### src/sv/bot_pkg.sv
package bot_pkg;

    // Table geometry
    localparam int TABLE_DEPTH = 32;
    localparam int IDX_W       = $clog2(TABLE_DEPTH);
    localparam int CNT_W       = $clog2(TABLE_DEPTH + 1);
    localparam int KEEP        = TABLE_DEPTH / 2;
    localparam int SRC         = TABLE_DEPTH - KEEP;

    localparam int IDENT_W  = 16;
    localparam int OFFSET_W = 32;
    localparam int ENTRY_W  = IDENT_W + OFFSET_W;

    typedef enum logic {
        FUNC_ADD     = 1'b0,
        FUNC_RESOLVE = 1'b1
    } t_func;

    typedef enum logic [2:0] {
        ST_ADDED     = 3'd0,
        ST_DUPLICATE = 3'd1,
        ST_TRIMMED   = 3'd2,
        ST_RESOLVED  = 3'd3,
        ST_NOTFOUND  = 3'd4
    } t_status;

    typedef struct packed {
        t_func                 func;
        logic [IDENT_W-1:0]    boot_ident;
        logic [OFFSET_W-1:0]   time_value;
    } t_in;

    typedef struct packed {
        t_status               status;
        logic [OFFSET_W-1:0]   epoch;
    } t_out;

    typedef struct packed {
        logic [IDENT_W-1:0]    ident;
        logic [OFFSET_W-1:0]   offset;
    } t_entry;

    typedef struct packed {
        logic                  we;
        logic [IDX_W-1:0]      waddr;
        t_entry                wdata;
        logic [IDX_W-1:0]      raddr;
    } t_ram_req;

endpackage

### src/sv/bot_ram.sv
module bot_ram #(
    parameter int WIDTH = 8,
    parameter int DEPTH = 16
) (
    input  logic                     i_clk,
    input  logic                     i_we,
    input  logic [$clog2(DEPTH)-1:0] i_waddr,
    input  logic [WIDTH-1:0]         i_wdata,
    input  logic [$clog2(DEPTH)-1:0] i_raddr,
    output logic [WIDTH-1:0]         o_rdata
);

    logic [WIDTH-1:0] r_mem [DEPTH];
    logic [WIDTH-1:0] r_rdata;

    always_ff @(posedge i_clk) begin
        if (i_we) begin
            r_mem[i_waddr] <= i_wdata;
        end
        r_rdata <= r_mem[i_raddr];
    end

    assign o_rdata = r_rdata;

endmodule

### src/sv/bot_seq.sv
module bot_seq
    import bot_pkg::*;
(
    input  logic     i_clk,
    input  logic     i_rst_n,
    input  logic     i_start,
    input  t_in      i_req,
    output logic     o_busy,
    output t_ram_req o_ram,
    input  t_entry   i_rdata,
    output logic     o_res_valid,
    output t_out     o_res,
    input  logic     i_res_take
);

    typedef enum logic [2:0] {
        S_IDLE,
        S_SCAN,
        S_TRIM,
        S_APPEND,
        S_EPOCH,
        S_DONE
    } t_state;

    t_state              r_state, n_state;
    logic [CNT_W-1:0]    r_count, n_count;
    logic [CNT_W-1:0]    r_idx,   n_idx;
    logic                r_pend,  n_pend;
    logic [IDX_W-1:0]    r_pidx,  n_pidx;
    logic                r_trim,  n_trim;
    t_in                 r_req,   n_req;
    logic [OFFSET_W-1:0] r_offset, n_offset;
    t_out                r_res,   n_res;
    logic                w_hit;

    // single shared comparator: stored ident vs. requested ident
    assign w_hit = (i_rdata.ident == r_req.boot_ident);

    always_comb begin
        n_state  = r_state;
        n_count  = r_count;
        n_idx    = r_idx;
        n_pend   = r_pend;
        n_pidx   = r_pidx;
        n_trim   = r_trim;
        n_req    = r_req;
        n_offset = r_offset;
        n_res    = r_res;
        o_ram    = '0;
        unique case (r_state)
            S_IDLE: begin
                if (i_start) begin
                    n_req   = i_req;
                    n_idx   = '0;
                    n_pend  = 1'b0;
                    n_trim  = 1'b0;
                    n_state = S_SCAN;
                end
            end
            S_SCAN: begin
                if (r_pend && w_hit) begin
                    n_offset = i_rdata.offset;
                    n_pend   = 1'b0;
                    if (r_req.func == FUNC_RESOLVE) begin
                        n_state = S_EPOCH;
                    end else begin
                        n_res.status = ST_DUPLICATE;
                        n_res.epoch  = '0;
                        n_state      = S_DONE;
                    end
                end else if (r_idx < r_count) begin
                    o_ram.raddr = r_idx[IDX_W-1:0];
                    n_idx       = r_idx + 1'b1;
                    n_pend      = 1'b1;
                end else if (r_pend) begin
                    n_pend = 1'b0;
                end else begin
                    case (r_req.func)
                        FUNC_RESOLVE: begin
                            n_res.status = ST_NOTFOUND;
                            n_res.epoch  = '0;
                            n_state      = S_DONE;
                        end
                        FUNC_ADD: begin
                            if (r_count == CNT_W'(TABLE_DEPTH)) begin
                                n_trim  = 1'b1;
                                n_idx   = '0;
                                n_state = S_TRIM;
                            end else begin
                                n_state = S_APPEND;
                            end
                        end
                        default: n_state = S_IDLE;
                    endcase
                end
            end
            S_TRIM: begin
                // read newest half, write each entry back at the front in the following cycle
                if (r_pend) begin
                    o_ram.we    = 1'b1;
                    o_ram.waddr = r_pidx;
                    o_ram.wdata = i_rdata;
                end
                if (r_idx < CNT_W'(KEEP)) begin
                    o_ram.raddr = IDX_W'(SRC) + r_idx[IDX_W-1:0];
                    n_pidx      = r_idx[IDX_W-1:0];
                    n_idx       = r_idx + 1'b1;
                    n_pend      = 1'b1;
                end else if (r_pend) begin
                    n_pend = 1'b0;
                end else begin
                    n_count = CNT_W'(KEEP);
                    n_state = S_APPEND;
                end
            end
            S_APPEND: begin
                o_ram.we           = 1'b1;
                o_ram.waddr        = r_count[IDX_W-1:0];
                o_ram.wdata.ident  = r_req.boot_ident;
                o_ram.wdata.offset = r_req.time_value;
                n_count            = r_count + 1'b1;
                n_res.status       = r_trim ? ST_TRIMMED : ST_ADDED;
                n_res.epoch        = '0;
                n_state            = S_DONE;
            end
            S_EPOCH: begin
                n_res.status = ST_RESOLVED;
                n_res.epoch  = r_offset + r_req.time_value;
                n_state      = S_DONE;
            end
            S_DONE: begin
                if (i_res_take) begin
                    n_state = S_IDLE;
                end
            end
            default: n_state = S_IDLE;
        endcase
    end

    always_ff @(posedge i_clk) begin
        if (!i_rst_n) begin
            r_state <= S_IDLE;
            r_count <= '0;
            r_idx   <= '0;
            r_pend  <= 1'b0;
            r_trim  <= 1'b0;
        end else begin
            r_state <= n_state;
            r_count <= n_count;
            r_idx   <= n_idx;
            r_pend  <= n_pend;
            r_trim  <= n_trim;
        end
        r_pidx   <= n_pidx;
        r_req    <= n_req;
        r_offset <= n_offset;
        r_res    <= n_res;
    end

    assign o_busy      = (r_state != S_IDLE);
    assign o_res_valid = (r_state == S_DONE);
    assign o_res       = r_res;

endmodule

### src/sv/boot_offset_table.sv
// Operation: a request scans the N-entry table (N <= 32), stopping at a hit; a hit
//   on a resolve adds the request time to the stored offset, and an add that misses
//   appends, first trimming a full table to its newest half.
// Throughput: one request at a time; the next transfer is taken once the result has
//   moved into the output register. The pace is set by the single ident comparator
//   reading one table entry per cycle from the registered-read RAM port.
// Reset (synchronous, active low) empties the table and drops any pending result.
module boot_offset_table
    import bot_pkg::*;
(
    input  logic i_clk,
    input  logic i_rst_n,
    // request channel
    input  logic i_in_valid,
    output logic o_in_stall,
    input  t_in  i_in,
    // result channel
    output logic o_out_valid,
    input  logic i_out_stall,
    output t_out o_out
);

    t_ram_req w_ram;
    t_entry   w_rdata;
    logic     w_busy;
    logic     w_in_xfer;
    logic     w_res_valid;
    t_out     w_res;
    logic     w_take;
    logic     r_out_vld;
    t_out     r_out;

    // Request transfer: block is idle and upstream offers an item.
    assign o_in_stall = w_busy;
    assign w_in_xfer  = i_in_valid && !w_busy;

    // Identifier/offset table, one entry per RAM word.
    bot_ram #(
        .WIDTH (ENTRY_W),
        .DEPTH (TABLE_DEPTH)
    ) u_ram (
        .i_clk   (i_clk),
        .i_we    (w_ram.we),
        .i_waddr (w_ram.waddr),
        .i_wdata (w_ram.wdata),
        .i_raddr (w_ram.raddr),
        .o_rdata (w_rdata)
    );

    // Sequencer: scan, trim, append and epoch add around one comparator.
    bot_seq u_seq (
        .i_clk       (i_clk),
        .i_rst_n     (i_rst_n),
        .i_start     (w_in_xfer),
        .i_req       (i_in),
        .o_busy      (w_busy),
        .o_ram       (w_ram),
        .i_rdata     (w_rdata),
        .o_res_valid (w_res_valid),
        .o_res       (w_res),
        .i_res_take  (w_take)
    );

    // Output register: loads when empty or when its current result is transferred.
    assign w_take = w_res_valid && (!r_out_vld || !i_out_stall);

    always_ff @(posedge i_clk) begin
        if (!i_rst_n) begin
            r_out_vld <= 1'b0;
        end else if (w_take) begin
            r_out_vld <= 1'b1;
        end else if (!i_out_stall) begin
            r_out_vld <= 1'b0;
        end
    end

    always_ff @(posedge i_clk) begin
        if (w_take) begin
            r_out <= w_res;
        end
    end

    assign o_out_valid = r_out_vld;
    assign o_out       = r_out;

    // A request transfer always makes the block busy on the next cycle.
    a_busy_after_xfer: assert property (@(posedge i_clk) disable iff (!i_rst_n)
        w_in_xfer |=> o_in_stall)
        else $error("block not busy after request transfer");

    // Only a resolved lookup carries a nonzero epoch.
    a_epoch_zero: assert property (@(posedge i_clk) disable iff (!i_rst_n)
        (o_out_valid && (o_out.status != ST_RESOLVED)) |-> (o_out.epoch == '0))
        else $error("nonzero epoch on unresolved result");

    // A result handed over by the sequencer shows up at the output next cycle.
    a_take_shows: assert property (@(posedge i_clk) disable iff (!i_rst_n)
        w_take |=> (o_out_valid && (o_out == $past(w_res))))
        else $error("result lost between sequencer and output register");

endmodule

### config.mk
export PLATFORM = sky130hd
export DESIGN_NAME = boot_offset_table
export DESIGN_NICKNAME = d
export VERILOG_FILES = /design/src/sv/bot_pkg.sv /design/src/sv/bot_ram.sv /design/src/sv/bot_seq.sv /design/src/sv/boot_offset_table.sv
export SDC_FILE = /design/constraint.sdc
export NUM_CORES = 2
export LEC_CHECK = 0
export ABC_AREA = 1
export BUFFER_PORTS_ARGS = -buffer_cell sky130_fd_sc_hd__buf_2
export CAP_MARGIN = 40
export CORE_MARGIN = 2
export CORE_UTILIZATION = 30
export CTS_BUF_LIST = sky130_fd_sc_hd__clkbuf_16
export CTS_CLUSTER_SIZE = 30
export DETAILED_ROUTE_END_ITERATION = 10
export GPL_ROUTABILITY_DRIVEN = 0
export PLACE_DENSITY = 0.54
export SLEW_MARGIN = 20
export SYNTH_ARGS = -nofsm -noshare
export SYNTH_HDL_FRONTEND = slang
export SYNTH_SLANG_ARGS = --single-unit
### constraint.sdc
create_clock -name i_clk -period 4.15 [get_ports i_clk]
set_clock_uncertainty 0.05 [all_clocks]
set_input_delay 0.6225 -clock i_clk [delete_from_list [all_inputs] [get_ports i_clk]]
set_output_delay 0.6225 -clock i_clk [all_outputs]
set_load 0.01 [all_outputs]
==> qor.csv <==
metric,value,unit
arrival,4480,ps
fmax,0.262,GHz
slew_viol_final,0,
grt_overflow,0,
period_minus_slack,3810,ps
cp.required,4810,ps
drt_wl_total,237000,um
synth_top_area_cell,edfxtp_1,
tightest_slew,1240,ps
cts_resized,0,
drc,0,
synthTopCellsByArea,"edfxtp_1 (66%), nand3_1 (11%), inv_1 (7.9%), nand2_1 (7.7%), dfxtp_1 (1.7%)",
drt-vias-per-instance,4.79,
cp-start-kind,flip-flop,
num_rows,186,
post-route-period-util,0.919,
h-tree-depth,4,
fillers,25397,
ys_warn_count,0,
finalSetupTns,0,ps
critPathSlowestCell,buf_4,
synth-main-ff-cell,edfxtp_1,
fin_cells,11240,
grt_max_degree,184,
initial_core_util,0.302,
ant_nets,0,
rsz0062_at_grt,no,
grt_usage,0.177,
yosysTopAreaCellShare,0.656,
path_buf_inv,3,
postSynthCellCount,7512,
synth.distinct_cells,49,
drive_gt1_frac,0.0853,
finalHoldViolations,0,
syn_avg_cell_area,10.3,um2
cts-root-buf,clkbuf_16,
crit_family,simple AND/OR/NAND/NOR gates,
drt_first_pass_iters,6,
relSlewSlack,0.172,
clockBufferDepth,3,
wire_per_inst,21.1,um
cts.sinks,1758,
cts_tree,done,
crit_chain,"inv_1, ha_1, nand2_1, nor2_1, o21ai_1, nand2_1, nor2_1, nand3_4, buf_4, buf_4, nand3_1, nand3_1, nand3_1, nand3_1, nand2_1, nand2_1, nand2_1",
p_leak,38.7,nW
fin_nets,7782,
place_ws,454,ps
synth_nets,7605,
setup_viol,0,
critical_path.max_stage_delay,680,ps
place_inst,10834,
hp-start,i_in_valid,
synth_seq_cells,1758,
hp-class,in2reg,
clk_latency,860,ps
syn_area,0.0774,mm2
yosysSeqAreaShare,0.673,
die_w,512,um
area_delta_synth_final,16.2,%
cts_made_buffers,186,
crit_type,reg2reg,
dieArea,0.262,mm2
num_io_pins,90,
antenna_found_initial,13,
routed-via-count,53843,
status,completed,
maxCapViolCount,0,
end_kind,flip-flop,
io_buffers,89,
die_y,512,um
critical_path.max_fanout,63,
grt_pass1_vias,50765,
core,0.257,mm2
grt_pass1_wl,347000,um
synthArstFlopShare,0,
final_cell_mix,"nand3_1 (1707), edfxtp_1 (1692), inv_1 (1682), nand2_1 (1592), clkbuf_16 (186)",
layout_commonest_cell,nand3_1,
crit_top_cell,nand2_1,
startpoint,u_seq.r_count[4],
dp_hpwl,128000,um
synth_edf_count,1692,
clkTransAtPathRegs,60,ps
r2r-start,u_seq.r_count[4],
fin_ws,336,ps
drt_iter0_drc,5346,
peakVddDrop,434,uV
powerDensity,460,mW/mm2
==> path summary, 6_finish.rpt <==
check	endpoint	depth (start not counted)	slack, ps
worst max-delay path	u_ram.o_rdata[39]	17	340
worst min-delay path	u_seq.r_req[48]	3	210
worst min register to register	o_out[26]	0	350
worst max register to register	u_ram.o_rdata[39]	17	340
==> state kept, by name (all words and copies together), names as in the netlist <==
signal / flops
o_out: 35
o_out_valid: 1
u_ram.o_rdata: 48
u_ram.r_mem: 1536
u_seq.o_res: 35
u_seq.r_count: 6
u_seq.r_idx: 6
u_seq.r_offset: 32
u_seq.r_pend: 1
u_seq.r_pidx: 5
u_seq.r_req: 49
u_seq.r_state: 3
u_seq.r_trim: 1
==> worst reg2reg max path, cell delays in order, from the launching register on <==
cell     delay, ps
dfxtp_1        350
inv_1          100
ha_1           280
nand2_1         60
nor2_1         110
o21ai_1         70
nand2_1        190
nor2_1         160
nand3_4        150
buf_4          680
buf_4          700
nand3_1        160
nand3_1        130
nand3_1        130
nand3_1        150
nand2_1         80
nand2_1         60
nand2_1         70
==> metrics by stage <==
| stage | area [um2] | total power [mW] | hold WS, ps | util |
|---|---|---|---|---|
| finish | 89900 | 41.4 | 211 | 0.350 |
| floorplan | 77400 | 23.3 | 350 | - |
| CTS | 89900 | 41.6 | 153 | 0.350 |
| global placement | 83200 | 25.2 | 351 | 0.324 |
| detailed placement | 83400 | 25.3 | 355 | 0.325 |
| global route | 89900 | 42.7 | 182 | 0.350 |
==> routing by layer <==
metal / vias to the layer above / routed length (um) / global-route usage
li1: 24924 / - / -
met1: 26344 / 103000 / 0.244
met2: 2159 / 110000 / 0.287
met3: 408 / 17500 / 0.0260
met4: 8 / 6390 / 0.0515
met5: - / 48 / 0
==> cells in the mapped netlist (34+ instances only) <==
cell and n:
ha_1 39, a21oi_1 78, clkbuf_1 140, o21ai_0 44
buf_2 178, buf_6 34, dfxtp_1 66, edfxtp_1 1692
inv_1 1635, nand3_1 1709, nor2_1 122, nand2_1 1595
==> layout make-up <==
type / instances / area (um2) / share of cell area
timing repair buffer: 364 / 3680 / 0.0409
multi-input combinational: 3724 / 17600 / 0.196
sequential: 1758 / 52100 / 0.580
inverter: 1655 / 6230 / 0.0693
tap: 3384 / 4230 / 0.0471
antenna: 2 / 5.00 / 0.0000557
clock inverter: 167 / 1360 / 0.0151
clock buffer: 186 / 4650 / 0.0518
==> logic make-up after synthesis <==
group,share of synthesized area
AND/OR/NAND/NOR,0.198
buffers and inverters,0.105
flip-flops,0.673
AO/OA/AOI/OAI,0.0160
adder cells (fa/ha/maj),0.00656
XOR/XNOR,0.00113
==> power breakdown <==
part | switching (mW) | internal [mW] | total [mW]
sequential | 0.514 | 20.3 | 20.8
combinational | 3.05 | 1.16 | 4.21
clock | 7.30 | 9.06 | 16.4
==> repair_timing <==
item / 4_1_cts / 5_1_grt
buffers inserted: 0 / 0
hold buffers: 51 / 0
endpoints found under the setup margin: 0 / 0
hold endpoints to repair: 52 / 0
Power figures use the tool's default switching activity.
